--- config.mk ---
export PLATFORM = sky130hd
export DESIGN_NAME = ps2_mouse_packet_cursor
export DESIGN_NICKNAME = d
export VERILOG_FILES = /design/src/sv/ps2mpc_pkg.sv /design/src/sv/ps2mpc_step.sv /design/src/sv/ps2_mouse_packet_cursor.sv
export SDC_FILE = /design/constraint.sdc
export NUM_CORES = 1
export LEC_CHECK = 0
export ABC_AREA = 0
export BUFFER_PORTS_ARGS = -buffer_cell sky130_fd_sc_hd__buf_2
export CAP_MARGIN = 5
export CORE_UTILIZATION = 30
export CTS_CLUSTER_SIZE = 20
export DETAILED_ROUTE_END_ITERATION = 8
export SYNTH_ARGS = -nofsm -noshare
export SYNTH_HDL_FRONTEND = slang
export SYNTH_SLANG_ARGS = --single-unit
export TNS_END_PERCENT = 30
--- constraint.sdc ---
create_clock -name clk -period 6.4 [get_ports clk]
set_clock_uncertainty 0.15 [all_clocks]
set_input_delay 0.32 -clock clk [delete_from_list [all_inputs] [get_ports clk]]
set_output_delay 0.32 -clock clk [all_outputs]
set_load 0.01 [all_outputs]
--- src/sv/ps2mpc_pkg.sv ---
// Shared types, constants and codes for the PS/2 mouse packet cursor block.
package ps2mpc_pkg;

    // Width of a cursor coordinate and of a limit register.
    localparam int COORD_BITS = 12;
    // Width of the sign-extended sum used for the clamp.
    localparam int SUM_BITS   = COORD_BITS + 2;

    typedef logic [COORD_BITS-1:0] coord_t;

    // Limit values after reset.
    localparam coord_t LIMIT_X_RESET = COORD_BITS'(1023);
    localparam coord_t LIMIT_Y_RESET = COORD_BITS'(767);

    // Bit positions inside the packet header byte.
    localparam int HDR_LEFT_BIT  = 0;
    localparam int HDR_RIGHT_BIT = 1;
    localparam int HDR_SYNC_BIT  = 3;
    localparam int HDR_XOVF_BIT  = 6;
    localparam int HDR_YOVF_BIT  = 7;

    // Item kinds.
    localparam logic KIND_BYTE  = 1'b0;
    localparam logic KIND_CLEAR = 1'b1;

    // Configuration register indexes.
    localparam int CFG_INDEX_BITS = 1;
    localparam logic [CFG_INDEX_BITS-1:0] CFG_LIMIT_X = 1'b0;
    localparam logic [CFG_INDEX_BITS-1:0] CFG_LIMIT_Y = 1'b1;

    // Position of the next byte inside a three-byte packet.
    typedef enum logic [2:0] {
        POS_HEADER = 3'b001,
        POS_DX     = 3'b010,
        POS_DY     = 3'b100
    } pos_t;

    // One input beat.
    typedef struct packed {
        logic       kind;
        logic [7:0] byte_value;
    } item_t;

    // One result beat.
    typedef struct packed {
        coord_t cursor_x;
        coord_t cursor_y;
        logic   moved_flag;
        logic   left_click;
        logic   left_level;
        logic   right_level;
        logic   packet_done;
    } result_t;

    // Decoder state carried from item to item.
    typedef struct packed {
        pos_t       pos;
        logic [7:0] header;
        logic [7:0] delta_x;
        coord_t     pos_x;
        coord_t     pos_y;
        logic       moved;
        logic       click;
        logic       left;
        logic       right;
    } state_t;

endpackage

--- src/sv/ps2mpc_step.sv ---
// Combinational update of the decoder state and result for one item.
module ps2mpc_step
    import ps2mpc_pkg::*;
(
    input  state_t  cur,
    input  item_t   item,
    input  coord_t  limit_x,
    input  coord_t  limit_y,
    output state_t  nxt,
    output result_t res
);

    logic [7:0]          dx;
    logic [7:0]          dy;
    logic [SUM_BITS-1:0] sum_x;
    logic [SUM_BITS-1:0] sum_y;
    coord_t              new_x;
    coord_t              new_y;
    logic                done;

    // Deltas, forced to zero when the header flags an overflow.
    assign dx = cur.header[HDR_XOVF_BIT] ? 8'd0 : cur.delta_x;
    assign dy = cur.header[HDR_YOVF_BIT] ? 8'd0 : item.byte_value;

    // X moves right with a positive delta, Y moves down with a negative one.
    assign sum_x = {2'b00, cur.pos_x} + {{(SUM_BITS-8){dx[7]}}, dx};
    assign sum_y = {2'b00, cur.pos_y} - {{(SUM_BITS-8){dy[7]}}, dy};

    // Clamp each sum to the range from zero to its limit.
    always_comb
    begin
        if (sum_x[SUM_BITS-1])
        begin
            new_x = '0;
        end
        else if (sum_x[SUM_BITS-2:0] > {1'b0, limit_x})
        begin
            new_x = limit_x;
        end
        else
        begin
            new_x = sum_x[COORD_BITS-1:0];
        end

        if (sum_y[SUM_BITS-1])
        begin
            new_y = '0;
        end
        else if (sum_y[SUM_BITS-2:0] > {1'b0, limit_y})
        begin
            new_y = limit_y;
        end
        else
        begin
            new_y = sum_y[COORD_BITS-1:0];
        end
    end

    // Packet assembly and flag update.
    always_comb
    begin
        nxt  = cur;
        done = 1'b0;
        if (item.kind == KIND_CLEAR)
        begin
            nxt.moved = 1'b0;
            nxt.click = 1'b0;
        end
        else
        begin
            case (cur.pos)
                POS_HEADER:
                begin
                    // A header without the sync bit is dropped.
                    if (item.byte_value[HDR_SYNC_BIT])
                    begin
                        nxt.header = item.byte_value;
                        nxt.pos    = POS_DX;
                    end
                end
                POS_DX:
                begin
                    nxt.delta_x = item.byte_value;
                    nxt.pos     = POS_DY;
                end
                default:
                begin
                    // Final byte: apply the move and the buttons.
                    if ((new_x != cur.pos_x) || (new_y != cur.pos_y))
                    begin
                        nxt.moved = 1'b1;
                    end
                    if (!cur.left && cur.header[HDR_LEFT_BIT])
                    begin
                        nxt.click = 1'b1;
                    end
                    nxt.pos_x = new_x;
                    nxt.pos_y = new_y;
                    nxt.left  = cur.header[HDR_LEFT_BIT];
                    nxt.right = cur.header[HDR_RIGHT_BIT];
                    nxt.pos   = POS_HEADER;
                    done      = 1'b1;
                end
            endcase
        end
    end

    // Every item reports the state it leaves behind.
    always_comb
    begin
        res.cursor_x    = nxt.pos_x;
        res.cursor_y    = nxt.pos_y;
        res.moved_flag  = nxt.moved;
        res.left_click  = nxt.click;
        res.left_level  = nxt.left;
        res.right_level = nxt.right;
        res.packet_done = done;
    end

endmodule

--- src/sv/ps2_mouse_packet_cursor.sv ---
// PS/2 mouse packet decoder with a clamped cursor: top level.
// Each beat on the item channel is either a raw PS/2 mouse byte or a request to
// clear the sticky moved and left-click flags, and each one produces exactly one
// result beat that reports the cursor, the sticky flags, the button levels and
// whether that byte completed a three-byte packet. A packet starts only on a byte
// with bit 3 set; other bytes in that slot are dropped but still answered. An
// item is held in an input register and its result is written to the output
// register, with the single state update step between those two registers; a
// new item can be accepted every cycle unless the output register is full and
// stalled. The limit registers are written on the configuration channel, which
// is always ready and should only be used while no item is in flight; a lowered
// limit takes effect at the next completed packet.
module ps2_mouse_packet_cursor
    import ps2mpc_pkg::*;
(
    input  logic                      clk,
    input  logic                      rst_n,
    input  logic                      item_valid,
    output logic                      item_stall,
    input  item_t                     item_data,
    output logic                      result_valid,
    input  logic                      result_stall,
    output result_t                   result_data,
    input  logic                      cfg_valid,
    output logic                      cfg_ready,
    input  logic [CFG_INDEX_BITS-1:0] cfg_index,
    input  coord_t                    cfg_data
);

    logic    pend_valid_reg;
    item_t   pend_item_reg;
    logic    result_valid_reg;
    result_t result_reg;
    state_t  state_reg;
    state_t  state_next;
    result_t result_next;
    coord_t  limit_x_reg;
    coord_t  limit_y_reg;
    logic    advance;
    logic    accept;

    // The pending item moves on whenever the output register is free or drained.
    assign advance    = pend_valid_reg && (!result_valid_reg || !result_stall);
    assign item_stall = pend_valid_reg && !advance;
    assign accept     = item_valid && !item_stall;
    assign cfg_ready  = 1'b1;

    assign result_valid = result_valid_reg;
    assign result_data  = result_reg;

    ps2mpc_step u_step (
        .cur     (state_reg),
        .item    (pend_item_reg),
        .limit_x (limit_x_reg),
        .limit_y (limit_y_reg),
        .nxt     (state_next),
        .res     (result_next)
    );

    // Input register.
    always_ff @(posedge clk or negedge rst_n)
    begin
        if (!rst_n)
        begin
            pend_valid_reg <= 1'b0;
        end
        else if (accept)
        begin
            pend_valid_reg <= 1'b1;
        end
        else if (advance)
        begin
            pend_valid_reg <= 1'b0;
        end
    end

    always_ff @(posedge clk)
    begin
        if (accept)
        begin
            pend_item_reg <= item_data;
        end
    end

    // Output register valid flag.
    always_ff @(posedge clk or negedge rst_n)
    begin
        if (!rst_n)
        begin
            result_valid_reg <= 1'b0;
        end
        else if (advance)
        begin
            result_valid_reg <= 1'b1;
        end
        else if (!result_stall)
        begin
            result_valid_reg <= 1'b0;
        end
    end

    always_ff @(posedge clk)
    begin
        if (advance)
        begin
            result_reg <= result_next;
        end
    end

    // Decoder state is committed as the item leaves the input register.
    always_ff @(posedge clk or negedge rst_n)
    begin
        if (!rst_n)
        begin
            state_reg <= '{pos: POS_HEADER, header: '0, delta_x: '0, pos_x: '0,
                           pos_y: '0, moved: 1'b0, click: 1'b0, left: 1'b0,
                           right: 1'b0};
        end
        else if (advance)
        begin
            state_reg <= state_next;
        end
    end

    // Limit registers.
    always_ff @(posedge clk or negedge rst_n)
    begin
        if (!rst_n)
        begin
            limit_x_reg <= LIMIT_X_RESET;
            limit_y_reg <= LIMIT_Y_RESET;
        end
        else if (cfg_valid && cfg_ready)
        begin
            case (cfg_index)
                CFG_LIMIT_X: limit_x_reg <= cfg_data;
                CFG_LIMIT_Y: limit_y_reg <= cfg_data;
                default:     limit_x_reg <= limit_x_reg;
            endcase
        end
    end

endmodule

==> impl_table.tex, run 1 <==
\begin{tabular}{lr}
\hline
Metric & Value \\
\hline
\multicolumn{2}{l}{\textbf{Outcome}} \\
\quad Run status & complete, no violations \\
\multicolumn{2}{l}{\textbf{GRT}} \\
\quad First-pass GRT wire length & around 32 mm \\
\quad Overall fraction of global-route tracks in use & 0.170 \\
\quad Number of antenna violations at the first check in global routing & 0 \\
\quad Global route overflow & 0 \\
\quad Via count of the first global-routing pass & about 5500 \\
\quad Pin count of the biggest net entering global routing & 70 \\
\multicolumn{2}{l}{\textbf{Die}} \\
\quad Boundary pin count & between 50 and 60 \\
\quad Total die area & between 0.02 and 0.025 sq mm \\
\quad Standard-cell rows & 56 \\
\quad Vertical die dimension & 157 microns \\
\quad Die W & about 160 microns \\
\quad Standard cell core area & about 0.024 sq mm \\
\quad Initial core utilization & 0.307 \\
\multicolumn{2}{l}{\textbf{Yosys}} \\
\quad Synthesized cell area & approximately 0.0072 sq mm \\
\quad Sequential area share after synthesis & 0.401 \\
\quad Synth unique cells & 84 \\
\quad Share of flip-flops with an asynchronous set or reset after synthesis & 0.645 \\
\quad Yosys synthesis warning count & 0 \\
\quad Number of synthesized flops with an enable pin & 38 \\
\quad Leading post-synthesis cells by cell area & dfrtp\_1 (17\%), edfxtp\_1 (16\%), ha\_1 (8.7\%) \\
\quad Cell type contributing the most total cell area after synthesis & dfrtp\_1 \\
\quad Number of synthesized register bits & roughly 110 \\
\quad Number of nets in the synthesized netlist & 838 \\
\quad Predominant post-synthesis flop cell & dfrtp\_1 \\
\quad Gate Count Post-Synth & $\sim$760 \\
\quad Average footprint of a synthesized cell & between 9 and 10 sq um \\
\quad Share of Yosys cell area claimed by the top area cell type & 0.170 \\
\multicolumn{2}{l}{\textbf{Route}} \\
\quad Starting DRC count in detailed routing & between 500 and 600 \\
\quad First-pass iteration count of the detailed router & 5 \\
\quad Via count & $\sim$6000 \\
\quad Total wire length & a little over 20 mm \\
\quad Number of routed nets with antenna violations & 0 \\
\quad Detail-routed via count per cell & 5.23 \\
\quad \# DRC & 0 \\
\quad WL/cell & between 15 and 20 microns \\
\multicolumn{2}{l}{\textbf{Timing}} \\
\quad Final total negative setup slack & 0 ns \\
\quad Max-slew violation count & 0 \\
\quad Normalized max-slew margin & 0.203 \\
\quad Endpoints failing setup & 0 \\
\quad Share of the clock period used by the worst path after layout & 0.919 \\
\quad Number of failing hold endpoints at the final stage & 0 \\
\quad Worst setup margin & slightly above 0.5 ns \\
\quad Worst Hold Slack & around 0.0095 ns \\
\quad Unrepaired setup endpoints after global routing & false \\
\quad Final critical path time including I/O delays and setup & about 6 ns \\
\quad Fmax & between 150 and 200 MHz \\
\quad Actual transition at the worst max-transition pin & approximately 1.2 ns \\
\multicolumn{2}{l}{\textbf{Clock tree}} \\
\quad CTS root buf & clkbuf\_16 \\
\quad Worst-skew pair later-pin latency & 0.36 ns \\
\quad Clock tree from TritonCTS & done \\
\quad Clock slew at the register clock pins of the worst setup and hold paths & 0.08 ns \\
\quad H-tree depth & 3 \\
\quad Clk buf depth & 2 \\
\quad Clock buffers created by TritonCTS & 9 \\
\quad Number of clock sinks & around 110 \\
\multicolumn{2}{l}{\textbf{Final layout}} \\
\quad Flip-flop count of the largest register after layout & 43 \\
\quad Final Net Count & 910 \\
\quad Relative area change from synthesis to final layout & 15.1\% \\
\quad Count of inserted antenna diode cells & 0 \\
\quad Fillers & roughly 2400 \\
\quad Final non-filler cell area & 0.00831 sq mm \\
\quad Share of cells above drive strength 1 & 0.201 \\
\multicolumn{2}{l}{\textbf{Critical path}} \\
\quad Capturing element type of the critical path & register \\
\quad Critical path peak fanout & 9 \\
\quad Worst setup path class & reg2reg \\
\quad FF-to-FF path depth & 21 \\
\quad Required time at the worst-slack endpoint & 6.36 ns \\
\quad Sort of element at the start of the critical path & register \\
\quad WP data arrival & 5.84 ns \\
\multicolumn{2}{l}{\textbf{Job}} \\
\quad Number of max-capacitance violations reported & 0 \\
\multicolumn{2}{l}{\textbf{Placement}} \\
\quad Final weighted congestion in routability-driven placement & $\sim$0.89 \\
\quad Worst slack, placed & approximately 0.22 ns \\
\quad DPL Wire Length & around 16 mm \\
\quad Standard cell area after detailed placement & 0.00790 sq mm \\
\quad Port buffer count & 57 \\
\multicolumn{2}{l}{\textbf{Hold path}} \\
\quad Min-delay worst type & in2async \\
\hline
\end{tabular}
[synthesized netlist by cell type, types with 18 or more instances]
| library cell | count |
|---|---|
| ha_1 | 50 |
| nand2b_1 | 27 |
| a21oi_1 | 38 |
| inv_1 | 46 |
| nor2_1 | 31 |
| mux2_2 | 32 |
| edfxtp_1 | 38 |
| nand3_1 | 18 |
| dfstp_2 | 20 |
| nand2_1 | 97 |
| o21ai_0 | 69 |
| dfrtp_1 | 49 |
[worst paths after layout]
kind / slack [ns] / start / end
max in group asynchronous: 5.47 / rst_n / state_reg[8]
min in group clk: 0.02 / item_data[0] / pend_item_reg[0]
worst max register to register: 0.52 / state_reg[42] / result_data[4]
worst min register to register: 0.36 / state_reg[2] / state_reg[2]
worst max-delay path: 0.52 / state_reg[42] / result_data[4]
worst min-delay path: 0.009 / rst_n / result_valid
[critical path, cell delays in order (launching register included)]
cell and delay (ns):
dfrtp_1 0.46, nand2b_1 0.19, inv_1 0.06, ha_1 0.27, a21o_1 0.19, and4_4 0.20, o2111a_1 0.31, or4_1 0.53
and3_1 0.22, ha_1 0.31, nand3_1 0.11, a31o_2 0.23, a21oi_1 0.23, o31ai_2 0.14, buf_4 0.18, a21oi_1 0.16
o21ai_2 0.10, a2111o_1 0.47, nor4_2 0.13, or4b_1 0.45, o41ai_1 0.48, nor2_1 0.08
[per-stage QoR]
step,instances,util
after floorplan,759,-
after global placement,1126,0.335
after detailed placement,1126,0.335
after CTS,1151,0.351
after global routing,1155,0.353
final,1155,0.353
[area by class of cell]
cell class	count	area, sq um	area share
multi-input combinational	584	4060	0.489
sequential	107	2890	0.348
timing repair buffer	81	488	0.0587
tap	319	399	0.0480
clock buffer	9	225	0.0271
inverter	48	180	0.0217
clock inverter	7	61.3	0.00738
[per-layer routing]
layer  track usage  vias to the layer above  wire length [microns]
met4        0.0319                        0                    181
li1              -                     2911                      -
met2         0.236                      235                   8010
met3        0.0262                       16                   1610
met5             0                        -                      0
met1         0.273                     2877                  10400
[logic make-up (layout without fill, tap and decap cells)]
logic type               count (synthesis)  after routing  share of synthesized area
AND/OR/NAND/NOR                        255            255                      0.182
AO/OA/AOI/OAI                          209            209                      0.190
flip-flops                             107            107                      0.401
buffers and inverters                   68            145                     0.0378
adder cells (fa/ha/maj)                 52             52                     0.0922
multiplexers                            48             48                     0.0733
XOR/XNOR                                19             19                     0.0230
other                                    1              1                   0.000519
[cell usage in the layout (no fill, tap or decap), types with 20 or more instances in the layout]
cell / count
a21oi_1: 38
buf_2: 57
dfrtp_1: 49
dfstp_2: 20
edfxtp_1: 38
ha_1: 50
inv_1: 46
mux2_2: 32
nand2_1: 97
nand2b_1: 27
nor2_1: 31
o21ai_0: 68
[timing repair]
action | CTS | global route
resized for setup | 0 | 2
endpoints found under the setup margin | 0 | 2
endpoints found under the hold margin | 9 | 0
buffers inserted | 0 | 4
hold buffers | 9 | 0
Power of run 1 is not shown: default switching activity piles up to over one toggle a cycle in this logic, so the estimate is an artifact.
==> run 2: changes to the inputs <==
- CORE_ASPECT_RATIO: not set -> 0.5
- CORE_UTILIZATION: 30 -> 60
- CTS_CLUSTER_DIAMETER: not set -> 120
- PLACE_DENSITY: not set -> 0.8
==> run 2 against run 1 <==
Against the previous run:
- design area decreased by 2.3%
- critical path depth increased by 1
- routed wire length shrank 1.5%
- final cell count fell by 14%
- die area is 49% lower
- clock-buffer cell count unchanged
- global-route usage grew 17 points
==> impl_table.tex, run 2 (synthesis gave the netlist of run 1 again) <==
\begin{tabular}{lr}
\hline
Metric & Value \\
\hline
\multicolumn{2}{l}{\textbf{Clock tree}} \\
\quad Worst-skew pair later-pin latency & 0.36 ns (about the same) \\
\quad Clock tree from TritonCTS & done \\
\quad Clock slew at the register clock pins of the worst setup and hold paths & 0.08 ns (about the same) \\
\quad H-tree depth & 3 (unchanged) \\
\quad Clk buf depth & 2 (unchanged) \\
\quad Clock buffers created by TritonCTS & 9 (unchanged) \\
\quad CTS root buf & clkbuf\_16 \\
\quad Number of clock sinks & 107 (unchanged) \\
\multicolumn{2}{l}{\textbf{Route}} \\
\quad Met3 Routed Length & 2.19 mm (+36\%) \\
\quad Length of routed met2 wiring & 8.67 mm (+8.2\%) \\
\quad Total wire length & 19.9 mm (-1.5\%) \\
\quad \# DRC & 0 (unchanged) \\
\quad Number of routed nets with antenna violations & 0 (unchanged) \\
\quad Wire length on met1 & 8.71 mm (-16\%) \\
\quad Detail-routed via count per cell & 6.25 (+19\%) \\
\quad WL/cell & 20.0 microns (+15\%) \\
\quad Starting DRC count in detailed routing & 650 (+21\%) \\
\quad Via count & 6203 (+2.7\%) \\
\quad First-pass iteration count of the detailed router & 6 (+1) \\
\quad Top layer reached by signal wires & met4 \\
\multicolumn{2}{l}{\textbf{Final layout}} \\
\quad Count of inserted antenna diode cells & 0 (unchanged) \\
\quad Fillers & 870 (-64\%) \\
\quad Relative area change from synthesis to final layout & 12.4\% \\
\quad Most frequent cells in the layout & nand2\_1 (97), o21ai\_0 (68), buf\_2 (57) \\
\quad Share of cells above drive strength 1 & 0.204 (+0.00288) \\
\quad Commonest non-fill, non-tap cell in the layout & nand2\_1 \\
\quad Final Net Count & 908 (-0.22\%) \\
\quad Flip-flop count of the largest register after layout & 43 (unchanged) \\
\multicolumn{2}{l}{\textbf{GRT}} \\
\quad Overall fraction of global-route tracks in use & 0.337 (+0.167) \\
\quad Number of antenna violations at the first check in global routing & 0 (unchanged) \\
\quad Global route overflow & 0 (unchanged) \\
\quad Pin count of the biggest net entering global routing & 70 (unchanged) \\
\quad First-pass GRT wire length & 31.3 mm (-1.3\%) \\
\quad Via count of the first global-routing pass & 5738 (+4.3\%) \\
\multicolumn{2}{l}{\textbf{Critical path}} \\
\quad Sort of element at the start of the critical path & register \\
\quad Critical-path cell list & and2b\_1 -> ha\_1 -> inv\_1 -> fa\_1 -> and2b\_1 -> o21ai\_0 -> nor3b\_1 -> o21ai\_0 -> inv\_1 -> ha\_1 -> nand3\_1 -> a31o\_2 -> a21oi\_1 -> o31ai\_4 -> nand2\_4 -> buf\_4 -> o21ai\_1 -> a211o\_1 -> nor4\_2 -> or4b\_1 -> o41ai\_2 -> nor2\_1 \\
\quad Worst setup path class & reg2reg \\
\quad WP data arrival & 6.04 ns (+0.20 ns) \\
\quad R2r setup slk & 0.31 ns (-0.21 ns) \\
\quad End point of the critical path & result\_data[4] \\
\quad Capturing element type of the critical path & register \\
\quad Slowest cell on the critical path & o21ai\_0 \\
\quad Total buffers and inverters traversed by the critical path & 3 (+1) \\
\quad FF-to-FF End & result\_data[4] \\
\quad Required time at the worst-slack endpoint & 6.35 ns (about the same) \\
\quad Reg-to-Reg Start & state\_reg[42] \\
\quad Number of logic stages on the critical path including buffering & 22 (+4.8\%) \\
\quad Critical path peak fanout & 10 (+1) \\
\quad Delay of the slowest cell on the worst path & 0.49 ns (-0.04 ns) \\
\quad First element of the critical path & state\_reg[42] \\
\quad Cell type group with the largest total delay on the critical path & compound AO/OA/AOI/OAI gates \\
\quad FF-to-FF path depth & 22 (+4.8\%) \\
\multicolumn{2}{l}{\textbf{Placement}} \\
\quad DPL Wire Length & 14.9 mm (-4.7\%) \\
\quad Port buffer count & 57 (unchanged) \\
\quad Final weighted congestion in routability-driven placement & 0.927 (+4.2\%) \\
\multicolumn{2}{l}{\textbf{Timing}} \\
\quad Max-slew violation count & 0 (unchanged) \\
\quad Fmax & 164 MHz (-3.4\%) \\
\quad Endpoints failing setup & 0 (unchanged) \\
\quad Worst Hold Slack & 0.00413 ns (-0.00535 ns) \\
\quad Actual transition at the worst max-transition pin & 0.921 ns (-0.264 ns) \\
\quad Final critical path time including I/O delays and setup & 6.09 ns (+0.206 ns) \\
\quad Normalized max-slew margin & 0.383 (+0.180) \\
\quad Final total negative setup slack & 0 ns (unchanged) \\
\quad Unrepaired setup endpoints after global routing & false \\
\quad Number of failing hold endpoints at the final stage & 0 (unchanged) \\
\quad Share of the clock period used by the worst path after layout & 0.951 (+0.0322) \\
\multicolumn{2}{l}{\textbf{Hold path}} \\
\quad Min-delay worst type & in2reg \\
\multicolumn{2}{l}{\textbf{Die}} \\
\quad Initial core utilization & 0.636 (+0.329) \\
\quad Standard cell core area & 0.0114 sq mm (-52\%) \\
\quad Boundary pin count & 59 (unchanged) \\
\quad Standard-cell rows & 27 (-52\%) \\
\quad Die W & 157 microns (unchanged) \\
\quad Vertical die dimension & 79.6 microns (-49\%) \\
\quad Total die area & 0.0125 sq mm (-49\%) \\
\multicolumn{2}{l}{\textbf{Outcome}} \\
\quad Run status & complete, no violations \\
\multicolumn{2}{l}{\textbf{Job}} \\
\quad Number of max-capacitance violations reported & 0 (unchanged) \\
\hline
\end{tabular}
-- run 2: cell types whose count changed in the layout (fill, tap and decap cells not counted), sizes merged --
cell | previous run | this run
clkinvlp | 0 | 1
inv | 51 | 50
dlygate4sd3 | 9 | 7
clkbuf | 9 | 10
buf | 72 | 71
-- run 2: worst min-delay path by stage --
stage,from,endpoint,slack (ns),depth (start not counted)
2_1_floorplan,rst_n,limit_x_reg[10],-0.13,0
3_3_place_gp,state_reg[2],state_reg[2],0.31,2
3_5_place_dp,state_reg[2],state_reg[2],0.33,2
4_1_cts,item_valid,pend_valid_reg,0.0002,2
5_1_grt,item_data[0],pend_item_reg[0],0.003,1
6_report,item_valid,pend_valid_reg,0.004,2
-- run 2: through the flow --
step	instances	worst slack, ns	util	area [sq um]
after global placement	963	0.289	0.676	7670
final	993	0.311	0.715	8110
after floorplan	759	1.21	-	7220
after CTS	986	0.120	0.708	8040
after detailed placement	963	0.162	0.676	7670
after global routing	993	0.0528	0.715	8110
-- run 2: layout make-up --
cell class / instances / area, sq um / area share
multi-input combinational: 584 / 4080 / 0.503
tap: 159 / 199 / 0.0245
inverter: 48 / 180 / 0.0222
timing repair buffer: 79 / 465 / 0.0574
clock buffer: 9 / 225 / 0.0278
sequential: 107 / 2890 / 0.357
clock inverter: 7 / 70.1 / 0.00864
-- run 2: what timing repair did --
action                     CTS  global route
hold endpoints to repair     7             0
setup buffers                0             6
setup endpoints to repair    0             2
hold buffers                 7             0
gates resized for setup      0             4
-- run 2: layer usage --
| metal | track usage | vias up |
|---|---|---|
| met5 | 0 | - |
| met3 | 0.102 | 30 |
| li1 | - | 2901 |
| met4 | 0.0806 | 0 |
| met1 | 0.475 | 2971 |
| met2 | 0.507 | 301 |
Power of run 2 is left out for the same reason.
